$ cat config.mk
export PLATFORM = sky130hd
export DESIGN_NAME = https_url_stream_validator_top
export DESIGN_NICKNAME = d
export VERILOG_FILES = /design/src/rtl/usv_pkg.sv /design/src/rtl/usv_in_stage.sv /design/src/rtl/usv_step.sv /design/src/rtl/usv_out_stage.sv /design/src/rtl/https_url_stream_validator_top.sv
export SDC_FILE = /design/constraint.sdc
export NUM_CORES = 1
export LEC_CHECK = 0
export BUFFER_PORTS_ARGS = -buffer_cell sky130_fd_sc_hd__buf_4
export CORE_MARGIN = 2
export CORE_UTILIZATION = 41
export CTS_CLUSTER_DIAMETER = 60
export DETAILED_ROUTE_END_ITERATION = 6
export PLACE_DENSITY = 0.63
export SLEW_MARGIN = 15
export SYNTH_ARGS = -nofsm -noshare
export SYNTH_HDL_FRONTEND = slang
export SYNTH_SLANG_ARGS = --single-unit
$ cat constraint.sdc
create_clock -name clk -period 9.6 [get_ports clk]
set_input_delay 2.4 -clock clk [delete_from_list [all_inputs] [get_ports clk]]
set_output_delay 2.4 -clock clk [all_outputs]
set_load 0.05 [all_outputs]
$ cat src/rtl/usv_pkg.sv
// Shared constants, codes and the result type of the URL stream validator.
package usv_pkg;

	localparam int MAX_URL_BYTES_DEF = 256;
	localparam int HOST_LIMIT_DEF    = 128;
	localparam int PREFIX_LIMIT_DEF  = 96;

	// parse phases
	localparam logic [1:0] PH_SCHEME = 2'd0;
	localparam logic [1:0] PH_HOST   = 2'd1;
	localparam logic [1:0] PH_PORT   = 2'd2;
	localparam logic [1:0] PH_PATH   = 2'd3;

	// port parse progress
	localparam logic [1:0] PP_START  = 2'd0;
	localparam logic [1:0] PP_SIGN   = 2'd1;
	localparam logic [1:0] PP_DIGITS = 2'd2;

	localparam logic [15:0] DEFAULT_PORT = 16'd443;
	localparam logic [16:0] PORT_SAT     = 17'd65536;
	localparam logic [19:0] PORT_MAX     = 20'd65535;

	localparam logic [7:0] CH_SLASH = 8'h2F;
	localparam logic [7:0] CH_DOT   = 8'h2E;
	localparam logic [7:0] CH_COLON = 8'h3A;
	localparam logic [7:0] CH_PCT   = 8'h25;
	localparam logic [7:0] CH_AT    = 8'h40;
	localparam logic [7:0] CH_QMARK = 8'h3F;
	localparam logic [7:0] CH_HASH  = 8'h23;
	localparam logic [7:0] CH_PLUS  = 8'h2B;
	localparam logic [7:0] CH_DASH  = 8'h2D;
	localparam logic [7:0] CH_UNDER = 8'h5F;
	localparam logic [7:0] CH_TILDE = 8'h7E;
	localparam logic [7:0] CH_SPACE = 8'h20;

	localparam int SCHEME_LEN = 8;

	typedef struct packed {
		logic [6:0]  prefix_length;
		logic [7:0]  path_offset;
		logic [6:0]  host_chars;
		logic [15:0] port_number;
		logic        url_valid;
	} usv_result_t;

	localparam int RESULT_BITS = $bits(usv_result_t);
	localparam int TDATA_OUT_BITS = ((RESULT_BITS + 7) / 8) * 8;

endpackage

$ cat src/rtl/usv_in_stage.sv
// Input register stage: takes one byte transfer and holds it until it is consumed.
module usv_in_stage (
	input  logic       clk,
	input  logic       arst_n,
	input  logic       s_tvalid,
	output logic       s_tready,
	input  logic [7:0] s_tdata,
	input  logic       s_tlast,
	input  logic       advance,
	output logic       valid_s1,
	output logic [7:0] byte_s1,
	output logic       last_s1
);

	logic take;

	assign s_tready = !valid_s1 || advance;
	assign take     = s_tvalid && s_tready;

	always_ff @(posedge clk or negedge arst_n) begin
		if (!arst_n) begin
			valid_s1 <= 1'b0;
		end else if (take) begin
			valid_s1 <= 1'b1;
		end else if (advance) begin
			valid_s1 <= 1'b0;
		end
	end

	always_ff @(posedge clk) begin
		if (take) begin
			byte_s1 <= s_tdata;
			last_s1 <= s_tlast;
		end
	end

endmodule

$ cat src/rtl/usv_step.sv
// Per-character parse step: next parser state and the result for a final character.
module usv_step #(
	parameter int MAX_URL_BYTES = usv_pkg::MAX_URL_BYTES_DEF,
	parameter int HOST_LIMIT    = usv_pkg::HOST_LIMIT_DEF,
	parameter int PREFIX_LIMIT  = usv_pkg::PREFIX_LIMIT_DEF,
	localparam int BPW = $clog2(MAX_URL_BYTES + 1),
	localparam int AW  = $clog2(HOST_LIMIT + 1),
	localparam int PCW = $clog2(PREFIX_LIMIT + 1)
) (
	input  logic [7:0]           url_byte,
	input  logic                 last_byte,
	input  logic [BPW-1:0]       byte_position,
	input  logic [1:0]           parse_phase,
	input  logic [AW-1:0]        authority_count,
	input  logic [AW-1:0]        host_count,
	input  logic [16:0]          port_accumulator,
	input  logic [1:0]           port_progress,
	input  logic [PCW-1:0]       path_count,
	input  logic [23:0]          recent_path_chars,
	input  logic [1:0]           hex_digits_due,
	input  logic                 failure_seen,
	output logic [BPW-1:0]       byte_position_nx,
	output logic [1:0]           parse_phase_nx,
	output logic [AW-1:0]        authority_count_nx,
	output logic [AW-1:0]        host_count_nx,
	output logic [16:0]          port_accumulator_nx,
	output logic [1:0]           port_progress_nx,
	output logic [PCW-1:0]       path_count_nx,
	output logic [23:0]          recent_path_chars_nx,
	output logic [1:0]           hex_digits_due_nx,
	output logic                 failure_seen_nx,
	output usv_pkg::usv_result_t result
);

	localparam int W1   = (BPW > AW) ? BPW : AW;
	localparam int W2   = (W1 > PCW) ? W1 : PCW;
	localparam int WIDE = ((W2 > 8) ? W2 : 8) + 1;

	function automatic logic [7:0] scheme_char(input logic [2:0] idx);
		logic [7:0] ch;
		case (idx)
			3'd0:    ch = 8'h68; // h
			3'd1:    ch = 8'h74; // t
			3'd2:    ch = 8'h74; // t
			3'd3:    ch = 8'h70; // p
			3'd4:    ch = 8'h73; // s
			3'd5:    ch = usv_pkg::CH_COLON;
			default: ch = usv_pkg::CH_SLASH;
		endcase
		return ch;
	endfunction

	function automatic logic is_digit(input logic [7:0] ch);
		return ch inside {[8'h30:8'h39]};
	endfunction

	function automatic logic is_alnum(input logic [7:0] ch);
		return ch inside {[8'h30:8'h39], [8'h41:8'h5A], [8'h61:8'h7A]};
	endfunction

	function automatic logic is_hex(input logic [7:0] ch);
		return ch inside {[8'h30:8'h39], [8'h41:8'h46], [8'h61:8'h66]};
	endfunction

	function automatic logic is_space(input logic [7:0] ch);
		return (ch == usv_pkg::CH_SPACE) || (ch inside {[8'h09:8'h0D]});
	endfunction

	// authority must be non-empty with a host; a port must be complete and 1..65535
	function automatic logic authority_bad(input logic [AW-1:0] ac, input logic [AW-1:0] hc,
	                                       input logic [1:0] ph, input logic [1:0] pp,
	                                       input logic [16:0] pa);
		logic bad;
		bad = (ac == '0) || (hc == '0);
		if (ph == usv_pkg::PH_PORT &&
		    (pp != usv_pkg::PP_DIGITS || pa == 17'd0 || pa > 17'd65535)) begin
			bad = 1'b1;
		end
		return bad;
	endfunction

	logic [7:0]     c;
	logic [BPW-1:0] bp;
	logic [1:0]     ph;
	logic [AW-1:0]  ac;
	logic [AW-1:0]  hc;
	logic [16:0]    pa;
	logic [1:0]     pp;
	logic [PCW-1:0] pc;
	logic [23:0]    rc;
	logic [1:0]     hd;
	logic           fs;
	logic [19:0]    acc10;
	logic [PCW-1:0] prefix;
	logic [WIDE-1:0] offset_w;
	logic [WIDE-1:0] host_w;
	logic [WIDE-1:0] prefix_w;

	always_comb begin
		c   = url_byte;
		bp  = byte_position;
		ph  = parse_phase;
		ac  = authority_count;
		hc  = host_count;
		pa  = port_accumulator;
		pp  = port_progress;
		pc  = path_count;
		rc  = recent_path_chars;
		hd  = hex_digits_due;
		fs  = failure_seen;
		acc10    = ({3'b000, port_accumulator} << 3) + ({3'b000, port_accumulator} << 1)
		           + 20'(url_byte[3:0]);
		prefix   = '0;
		offset_w = '0;
		host_w   = '0;
		prefix_w = '0;
		result   = '0;

		if (bp < BPW'(usv_pkg::SCHEME_LEN)) begin
			if (c != scheme_char(bp[2:0])) begin
				fs = 1'b1;
			end
			if (bp == BPW'(usv_pkg::SCHEME_LEN - 1)) begin
				ph = usv_pkg::PH_HOST;
			end
		end else begin
			if (c == usv_pkg::CH_AT || c == usv_pkg::CH_QMARK || c == usv_pkg::CH_HASH) begin
				fs = 1'b1;
			end
			if (ph != usv_pkg::PH_PATH && c == usv_pkg::CH_SLASH) begin
				if (authority_bad(ac, hc, ph, pp, pa)) begin
					fs = 1'b1;
				end
				ph = usv_pkg::PH_PATH;
			end
			if (ph == usv_pkg::PH_PATH) begin
				if (pc < PCW'(PREFIX_LIMIT)) begin
					pc = pc + 1'b1;
				end
				if (pc >= PCW'(PREFIX_LIMIT)) begin
					fs = 1'b1;
				end
				if (hd != 2'd0) begin
					if (!is_hex(c)) begin
						fs = 1'b1;
					end
					hd = hd - 1'b1;
				end else if (c == usv_pkg::CH_PCT) begin
					hd = 2'd2;
				end else if (!(is_alnum(c) || c == usv_pkg::CH_SLASH || c == usv_pkg::CH_DASH ||
				               c == usv_pkg::CH_DOT || c == usv_pkg::CH_UNDER ||
				               c == usv_pkg::CH_TILDE)) begin
					fs = 1'b1;
				end
				if (c == usv_pkg::CH_SLASH) begin
					if (rc[7:0] == usv_pkg::CH_SLASH) begin
						fs = 1'b1;
					end
					if (rc[15:0] == {usv_pkg::CH_SLASH, usv_pkg::CH_DOT}) begin
						fs = 1'b1;
					end
					if (rc == {usv_pkg::CH_SLASH, usv_pkg::CH_DOT, usv_pkg::CH_DOT}) begin
						fs = 1'b1;
					end
				end
				rc = {rc[15:0], c};
			end else begin
				if (ac < AW'(HOST_LIMIT)) begin
					ac = ac + 1'b1;
				end
				if (ac >= AW'(HOST_LIMIT)) begin
					fs = 1'b1;
				end
				if (ph == usv_pkg::PH_HOST) begin
					if (c == usv_pkg::CH_COLON) begin
						ph = usv_pkg::PH_PORT;
					end else if (is_alnum(c) || c == usv_pkg::CH_DOT || c == usv_pkg::CH_DASH) begin
						if (hc < AW'(HOST_LIMIT)) begin
							hc = hc + 1'b1;
						end
					end else begin
						fs = 1'b1;
					end
				end else begin
					case (pp)
						usv_pkg::PP_START: begin
							if (is_space(c)) begin
								pp = usv_pkg::PP_START;
							end else if (c == usv_pkg::CH_PLUS) begin
								pp = usv_pkg::PP_SIGN;
							end else if (is_digit(c)) begin
								pa = 17'(c[3:0]);
								pp = usv_pkg::PP_DIGITS;
							end else begin
								fs = 1'b1;
							end
						end
						usv_pkg::PP_SIGN: begin
							if (is_digit(c)) begin
								pa = 17'(c[3:0]);
								pp = usv_pkg::PP_DIGITS;
							end else begin
								fs = 1'b1;
							end
						end
						usv_pkg::PP_DIGITS: begin
							if (is_digit(c)) begin
								pa = (acc10 > usv_pkg::PORT_MAX) ? usv_pkg::PORT_SAT : acc10[16:0];
							end else begin
								fs = 1'b1;
							end
						end
						default: begin
							fs = 1'b1;
						end
					endcase
				end
			end
		end

		if (bp < BPW'(MAX_URL_BYTES)) begin
			bp = bp + 1'b1;
		end

		if (last_byte) begin
			if (bp <= BPW'(usv_pkg::SCHEME_LEN) || bp >= BPW'(MAX_URL_BYTES)) begin
				fs = 1'b1;
			end
			case (ph)
				usv_pkg::PH_HOST, usv_pkg::PH_PORT: begin
					if (authority_bad(ac, hc, ph, pp, pa)) begin
						fs = 1'b1;
					end
				end
				usv_pkg::PH_PATH: begin
					if (hd != 2'd0 || rc[15:0] == {usv_pkg::CH_SLASH, usv_pkg::CH_DOT} ||
					    rc == {usv_pkg::CH_SLASH, usv_pkg::CH_DOT, usv_pkg::CH_DOT}) begin
						fs = 1'b1;
					end
				end
				default: begin
					fs = 1'b1;
				end
			endcase

			if (ph == usv_pkg::PH_PATH) begin
				offset_w = WIDE'(usv_pkg::SCHEME_LEN) + WIDE'(ac);
				prefix   = pc;
				if (rc[7:0] == usv_pkg::CH_SLASH && pc != '0) begin
					prefix = pc - 1'b1;
				end
			end else begin
				offset_w = WIDE'(bp);
			end
			host_w   = WIDE'(hc);
			prefix_w = WIDE'(prefix);

			if (!fs) begin
				result.url_valid     = 1'b1;
				result.port_number   = (pp == usv_pkg::PP_DIGITS) ? pa[15:0] : usv_pkg::DEFAULT_PORT;
				result.host_chars    = host_w[6:0];
				result.path_offset   = offset_w[7:0];
				result.prefix_length = prefix_w[6:0];
			end

			// every URL starts from a clean parser
			bp = '0;
			ph = usv_pkg::PH_SCHEME;
			ac = '0;
			hc = '0;
			pa = '0;
			pp = usv_pkg::PP_START;
			pc = '0;
			rc = '0;
			hd = '0;
			fs = 1'b0;
		end

		byte_position_nx     = bp;
		parse_phase_nx       = ph;
		authority_count_nx   = ac;
		host_count_nx        = hc;
		port_accumulator_nx  = pa;
		port_progress_nx     = pp;
		path_count_nx        = pc;
		recent_path_chars_nx = rc;
		hex_digits_due_nx    = hd;
		failure_seen_nx      = fs;
	end

endmodule

$ cat src/rtl/usv_out_stage.sv
// Result register: holds one verdict until the downstream side takes it.
module usv_out_stage (
	input  logic                                   clk,
	input  logic                                   arst_n,
	input  logic                                   load,
	input  usv_pkg::usv_result_t                   result,
	output logic                                   room,
	output logic                                   m_tvalid,
	input  logic                                   m_tready,
	output logic [usv_pkg::TDATA_OUT_BITS-1:0]     m_tdata
);

	usv_pkg::usv_result_t result_q;

	assign room    = !m_tvalid || m_tready;
	assign m_tdata = usv_pkg::TDATA_OUT_BITS'(result_q);

	always_ff @(posedge clk or negedge arst_n) begin
		if (!arst_n) begin
			m_tvalid <= 1'b0;
		end else if (load) begin
			m_tvalid <= 1'b1;
		end else if (m_tready) begin
			m_tvalid <= 1'b0;
		end
	end

	always_ff @(posedge clk) begin
		if (load) begin
			result_q <= result;
		end
	end

endmodule

$ cat src/rtl/https_url_stream_validator_top.sv
// Top level of the HTTPS URL stream validator: byte stream in, one verdict per URL out.
//
// channel | dir | payload                                          | handshake
// s_      | in  | tdata[7:0] url_byte, tlast = last_byte           | tvalid/tready
// m_      | out | tdata: valid, port, host len, path off, prefix   | tvalid/tready
//
// One byte per cycle sustained while each final byte finds room in the result register.
// A byte is registered, then parsed by the step logic into the parser registers; the
// final byte also loads the result register, which raises m_tvalid.
// arst_n clears the parser, both valid flags and returns to the scheme phase.
// Only a final byte waits on a full result register; all other bytes flow regardless
// of m_tready, and the parser clears itself after each final byte.
module https_url_stream_validator_top #(
	parameter int MAX_URL_BYTES = usv_pkg::MAX_URL_BYTES_DEF,
	parameter int HOST_LIMIT    = usv_pkg::HOST_LIMIT_DEF,
	parameter int PREFIX_LIMIT  = usv_pkg::PREFIX_LIMIT_DEF
) (
	input  logic                               clk,
	input  logic                               arst_n,
	input  logic                               s_tvalid,
	output logic                               s_tready,
	input  logic [7:0]                         s_tdata,  // [7:0] url_byte
	input  logic                               s_tlast,  // last_byte
	output logic                               m_tvalid,
	input  logic                               m_tready,
	// [0] url_valid, [16:1] port_number, [23:17] host_chars,
	// [31:24] path_offset, [38:32] prefix_length, [39] zero
	output logic [usv_pkg::TDATA_OUT_BITS-1:0] m_tdata
);

	localparam int BPW = $clog2(MAX_URL_BYTES + 1);
	localparam int AW  = $clog2(HOST_LIMIT + 1);
	localparam int PCW = $clog2(PREFIX_LIMIT + 1);

	// stage 1 (registered input byte)
	logic       valid_s1;
	logic [7:0] byte_s1;
	logic       last_s1;
	logic       advance;
	logic       room;

	// parser state
	logic [BPW-1:0] byte_position_q;
	logic [1:0]     parse_phase_q;
	logic [AW-1:0]  authority_count_q;
	logic [AW-1:0]  host_count_q;
	logic [16:0]    port_accumulator_q;
	logic [1:0]     port_progress_q;
	logic [PCW-1:0] path_count_q;
	logic [23:0]    recent_path_chars_q;
	logic [1:0]     hex_digits_due_q;
	logic           failure_seen_q;

	logic [BPW-1:0] byte_position_nx;
	logic [1:0]     parse_phase_nx;
	logic [AW-1:0]  authority_count_nx;
	logic [AW-1:0]  host_count_nx;
	logic [16:0]    port_accumulator_nx;
	logic [1:0]     port_progress_nx;
	logic [PCW-1:0] path_count_nx;
	logic [23:0]    recent_path_chars_nx;
	logic [1:0]     hex_digits_due_nx;
	logic           failure_seen_nx;

	usv_pkg::usv_result_t result;

	// a final byte needs a free result register; other bytes always move on
	assign advance = valid_s1 && (!last_s1 || room);

	usv_in_stage u_in (
		.clk      (clk),
		.arst_n   (arst_n),
		.s_tvalid (s_tvalid),
		.s_tready (s_tready),
		.s_tdata  (s_tdata),
		.s_tlast  (s_tlast),
		.advance  (advance),
		.valid_s1 (valid_s1),
		.byte_s1  (byte_s1),
		.last_s1  (last_s1)
	);

	usv_step #(
		.MAX_URL_BYTES (MAX_URL_BYTES),
		.HOST_LIMIT    (HOST_LIMIT),
		.PREFIX_LIMIT  (PREFIX_LIMIT)
	) u_step (
		.url_byte             (byte_s1),
		.last_byte            (last_s1),
		.byte_position        (byte_position_q),
		.parse_phase          (parse_phase_q),
		.authority_count      (authority_count_q),
		.host_count           (host_count_q),
		.port_accumulator     (port_accumulator_q),
		.port_progress        (port_progress_q),
		.path_count           (path_count_q),
		.recent_path_chars    (recent_path_chars_q),
		.hex_digits_due       (hex_digits_due_q),
		.failure_seen         (failure_seen_q),
		.byte_position_nx     (byte_position_nx),
		.parse_phase_nx       (parse_phase_nx),
		.authority_count_nx   (authority_count_nx),
		.host_count_nx        (host_count_nx),
		.port_accumulator_nx  (port_accumulator_nx),
		.port_progress_nx     (port_progress_nx),
		.path_count_nx        (path_count_nx),
		.recent_path_chars_nx (recent_path_chars_nx),
		.hex_digits_due_nx    (hex_digits_due_nx),
		.failure_seen_nx      (failure_seen_nx),
		.result               (result)
	);

	// parser registers advance once per consumed byte
	always_ff @(posedge clk or negedge arst_n) begin
		if (!arst_n) begin
			byte_position_q     <= '0;
			parse_phase_q       <= usv_pkg::PH_SCHEME;
			authority_count_q   <= '0;
			host_count_q        <= '0;
			port_accumulator_q  <= '0;
			port_progress_q     <= usv_pkg::PP_START;
			path_count_q        <= '0;
			recent_path_chars_q <= '0;
			hex_digits_due_q    <= '0;
			failure_seen_q      <= 1'b0;
		end else if (advance) begin
			byte_position_q     <= byte_position_nx;
			parse_phase_q       <= parse_phase_nx;
			authority_count_q   <= authority_count_nx;
			host_count_q        <= host_count_nx;
			port_accumulator_q  <= port_accumulator_nx;
			port_progress_q     <= port_progress_nx;
			path_count_q        <= path_count_nx;
			recent_path_chars_q <= recent_path_chars_nx;
			hex_digits_due_q    <= hex_digits_due_nx;
			failure_seen_q      <= failure_seen_nx;
		end
	end

	usv_out_stage u_out (
		.clk      (clk),
		.arst_n   (arst_n),
		.load     (advance && last_s1),
		.result   (result),
		.room     (room),
		.m_tvalid (m_tvalid),
		.m_tready (m_tready),
		.m_tdata  (m_tdata)
	);

endmodule

# == Yosys cells after proc, flatten, opt, wreduce, memory -nomap -nowiden ==
# Cells that the tools add are included.
# totals
mem_count,0
in_bits,13
regBits,130
output_inout_bits,42
latch_bits,0
mem_bits_rw,0
wordCells,253
rom_bits,0
# classes
order_cmp,22
n_shift,0
bitwise_logic,3
div_mod_pow,0
n_reduce_logical,59
add_sub_neg,9
multipliers,0
n_mux,103
n_eq_ne,37
# ops
cell,count
$mux 17,9
$mux 8,15
$eq 8x6->1 const B,11
$mux 24,3
$pmux 17 s3,1
$mux 7,7
$eq 24x22->1 const B,2
$mux 1,41
$mux 2,20
$pmux 7 s5,1
$gt 17x16->1 const B,2
$logic_not 17->1,2
$eq 16x14->1 const B,2
$le 8x7->1 const B,4
$logic_not 8->1,4
$mux 9,3
$eq 8x7->1 const B,3
$logic_or 1x1->1,22
$add 20x18->20,1
$add 20x4->20,1
$gt 20x16->1 const B,1
$add 8x1->8 const B,2
$ge 8x7->1 const B,2
$lt 8x8->1 const B,2
other kinds (36),72

# == Depth between registers and ports, before layout ==
# depth
depth_word,27
ltp_mapped,16
mapped_depth_nobuf,13

# == By module ==
# From an unflattened synthesis, not the netlist that was laid out.
# unflattened
hier_cells,1004
area_unflattened_um2,9404.0
# modules_own_cells
mod,area_per_inst_um2,seq_area_each_um2,instances,cells_per_inst
usv_step,4838.4,0.0,1,775
https_url_stream_validator_top,3011.6,2001.9,1,172
usv_out_stage,1229.9,1196.1,1,44
usv_in_stage,324.1,295.3,1,13

# == Worst setup path before layout ==
# Ideal clock, no wire load.
# synth_path
path_type,input -> output
from,input m_tready
to,output s_tready
path_buffers,0
path_slack_ps,4220
t_required_ps,7200
arrival_time_ps,2980
path_stages,1
cell_sequence,nand4b_1
# synth_via
elab_chain_cells,4
# synth_rtl
element,line,rtl
from (decl),https_url_stream_validator_top.sv:25,"input logic m_tready,"
$logic_or 1x1->1,usv_out_stage.sv:15,assign room = !m_tvalid || m_tready;
$logic_or 1x1->1,https_url_stream_validator_top.sv:68,assign advance = valid_s1 && (!last_s1 || room);
$logic_and 1x1->1,https_url_stream_validator_top.sv:68,
$logic_or 1x1->1,usv_in_stage.sv:17,assign s_tready = !valid_s1 || advance;
to (decl),https_url_stream_validator_top.sv:21,"output logic s_tready,"
# Every way passes these cells.

# == Worst setup path after layout ==
# Same ends and word-level chain as after synthesis.

==> results.txt <==
status -> finished clean
largest area contributor in the netlist -> dfrtp_1
cts bufs inserted -> 17
CP top delay family -> buffers and inverters
pwr dens -> 147 nW/um2
clock slew at reported path FFs -> 0.06 ns
CP required -> 7.20 ns
CP max stage delay -> 0.24 ns
clock root cell -> clkbuf_16
Max Cap Viol -> 0
I/O Buffers -> 53
clk sinks -> 130
hold_sp -> recent_path_chars_q[17]
CP Max Fanout -> 3
Post-synth EDFFs -> 48
cell area after layout -> 10200 um2
Seq/Total Area, Yosys -> 38.4%
top post-synthesis cells by area -> dfrtp_1 23%, edfxtp_1 16%, ha_1 6.9%
clock skew -> 0.00686 ns
hold buffers post-CTS -> 0
final wirelength -> 23.9 mm
WL/cell -> 18.3 um
RR Startpoint -> u_in.byte_s1[3]
Max clock buf depth -> 2
R2R cell count -> 14
total setup buffers inserted after CTS -> 0
Detail Placement HPWL -> 16.7 mm
worst min-delay path class -> register to register
Syn Inst Count -> 1000
critical path's slowest cell -> buf_4
GRT Total Usage -> 20.7%
Mapped Area -> 9100 um2
Distinct cells, synth -> 89
Overflow after GRT -> 0
Final nets -> 1080
area grow syn2layout -> 12.3%
Final Setup Violations -> 0
yosys warns -> 0
FMAX -> 186 MHz
Final Slew Violations -> 0
starting density of the core -> 41.7%
largest net degree at the start of global routing -> 48
Hold Fails Final Rpt -> 0
crit share post-route -> 55.9%
Mean Syn Cell Area -> 9.10 um2
dpl cell area -> 9620 um2
Core Region -> 21800 um2
H-tree Lvls -> 4
Crit Path Class -> input pin to primary output
die area -> 23400 um2
Worst Path Buf+Inv -> 2
WP data arrival -> 2.96 ns
Resize count post-CTS -> 0
layout cells sized above 1 -> 13.8%
routed vias -> 7664
worst vdd ir -> 0.0000990 V
Syn Nets -> 1065
RSZ-0062 raised after global routing -> no
CP startpoint -> m_tready
routability cong. -> 0.905
vias per cell -> 5.86
fillers -> 2084
Critical Path, Cell by Cell -> buf_4 > nand4b_1 > buf_4
Yosys reg bits -> 130
Worst-Skew Late Latency -> 0.43 ns
initial antenna violation count -> 0
count leader, synth -> nand2_1
drc violations -> 0
row count -> 54
Slew HR -> 22.7%
Async SR Flop Fraction -> 63.1%
die extent in x -> 153 um
Die Y -> 153 um
Critical Path Source Type -> input pin
Worst setup EP type -> primary output
Initial DRC Count -> 625
I/O pin total -> 55
Slew @ Worst Pin -> 1.16 ns
vias in the first global route -> 7340
synth cell count leaders -> 136 x nand2_1, 96 x o21ai_0, 82 x dfrtp_1
critical path depth -> 3
n_diodes -> 0
first-pass GRT wire length -> 39.2 mm
CTS tree -> yes
worst hold path cell count -> 2
DRT Pass-1 Iters -> 6
Static Leak -> 0.00411 uW
setup TNS -> 0 ns
minimum clock period after layout -> 5.36 ns
antenna viol nets, final -> 0
Synth top area share -> 22.5%
Top FF cell, synth -> dfrtp_1
Critical Path Most Common Cell -> buf_4
## sequential cells by signal, summed over array words and instances (netlist names)
| name | cells |
|---|---|
| path_count_q | 7 |
| u_in.last_s1 | 1 |
| u_in.valid_s1 | 1 |
| host_count_q | 8 |
| authority_count_q | 8 |
| recent_path_chars_q | 24 |
| byte_position_q | 9 |
| parse_phase_q | 2 |
| u_out.m_tdata | 39 |
| u_in.byte_s1 | 8 |
| port_accumulator_q | 17 |
| port_progress_q | 2 |
| failure_seen_q | 1 |
| u_out.m_tvalid | 1 |
| hex_digits_due_q | 2 |
## layout by cell type, fill, tap and decap left out, types with 15 or more instances in the layout
master | netlist | final
nor2_1 | 61 | 61
o31ai_1 | 15 | 15
nor4_1 | 15 | 15
a21oi_1 | 42 | 42
inv_1 | 30 | 29
nand3_1 | 21 | 21
xor2_1 | 20 | 20
xnor2_1 | 28 | 28
edfxtp_1 | 48 | 48
a22oi_1 | 19 | 19
dfrtp_1 | 82 | 82
a31oi_1 | 15 | 15
clkbuf_16 | 0 | 19
ha_1 | 50 | 50
buf_4 | 2 | 61
o21ai_0 | 96 | 95
nand2_1 | 136 | 136
nor3_1 | 27 | 27
## kinds of logic after synthesis
logic type / Yosys count / synth area share, %
other cells: 1 / 0.0412
compound gates: 281 / 21.3
simple gates: 380 / 22.5
flops: 130 / 38.4
xor+xnor: 48 / 4.62
buf+inv: 96 / 4.47
mux: 12 / 1.39
fa+ha+maj: 52 / 7.31
## stage by stage
stage,hold slack (ns),setup slack (ns),cells,power [uW],utilization (%)
finish,0.510,4.24,1308,1500,46.8
global route,0.548,4.17,1308,1570,46.8
CTS,0.510,4.24,1308,1510,46.8
detailed placement,0.497,4.24,1276,852,44.1
global placement,0.487,4.26,1276,850,44.1
floorplan,0.463,4.22,1000,785,-
## power by group
group | switching [uW] | internal [uW] | total [uW]
combinational | 151 | 68.1 | 219
sequential | 27.7 | 596 | 624
clock | 258 | 402 | 660
## worst min-delay path: cells and delay by family (launching register included)
family / cells / cell delay [ns]
flops: 1 / 0.36
compound gates: 1 / 0.07
simple gates: 1 / 0.05
## path summary, 6_finish.rpt
path	slack, ns	end
max	4.24	s_tready
min	0.51	recent_path_chars_q[17]
max reg2reg	4.56	u_out.m_tdata[26]
min reg2reg	0.51	recent_path_chars_q[17]
max in group asynchronous	6.66	authority_count_q[1]
min in group asynchronous	1.94	path_count_q[1]
## layer usage
| metal | vias to the layer above | wire (um) | part of all wire [%] | global-route usage [%] |
|---|---|---|---|---|
| met5 | - | 0 | 0 | 0 |
| met4 | 0 | 305 | 1.3 | 5.86 |
| met3 | 27 | 1410 | 5.9 | 5.10 |
| met2 | 242 | 11100 | 47 | 32.6 |
| met1 | 3663 | 11000 | 46 | 28.3 |
| li1 | 3732 | - | - | - |
## final cells by class
class,instances,area [um2],area share [%]
inverters,31,116,1.14
repair buffers,61,458,4.48
clock inverters,10,93.8,0.918
flip-flops and latches,130,3490,34.2
well taps,280,350,3.43
clock buffers,22,507,4.96
multi-input cells,774,5200,50.9
No activity file was read; power rests on OpenSTA's default activity.
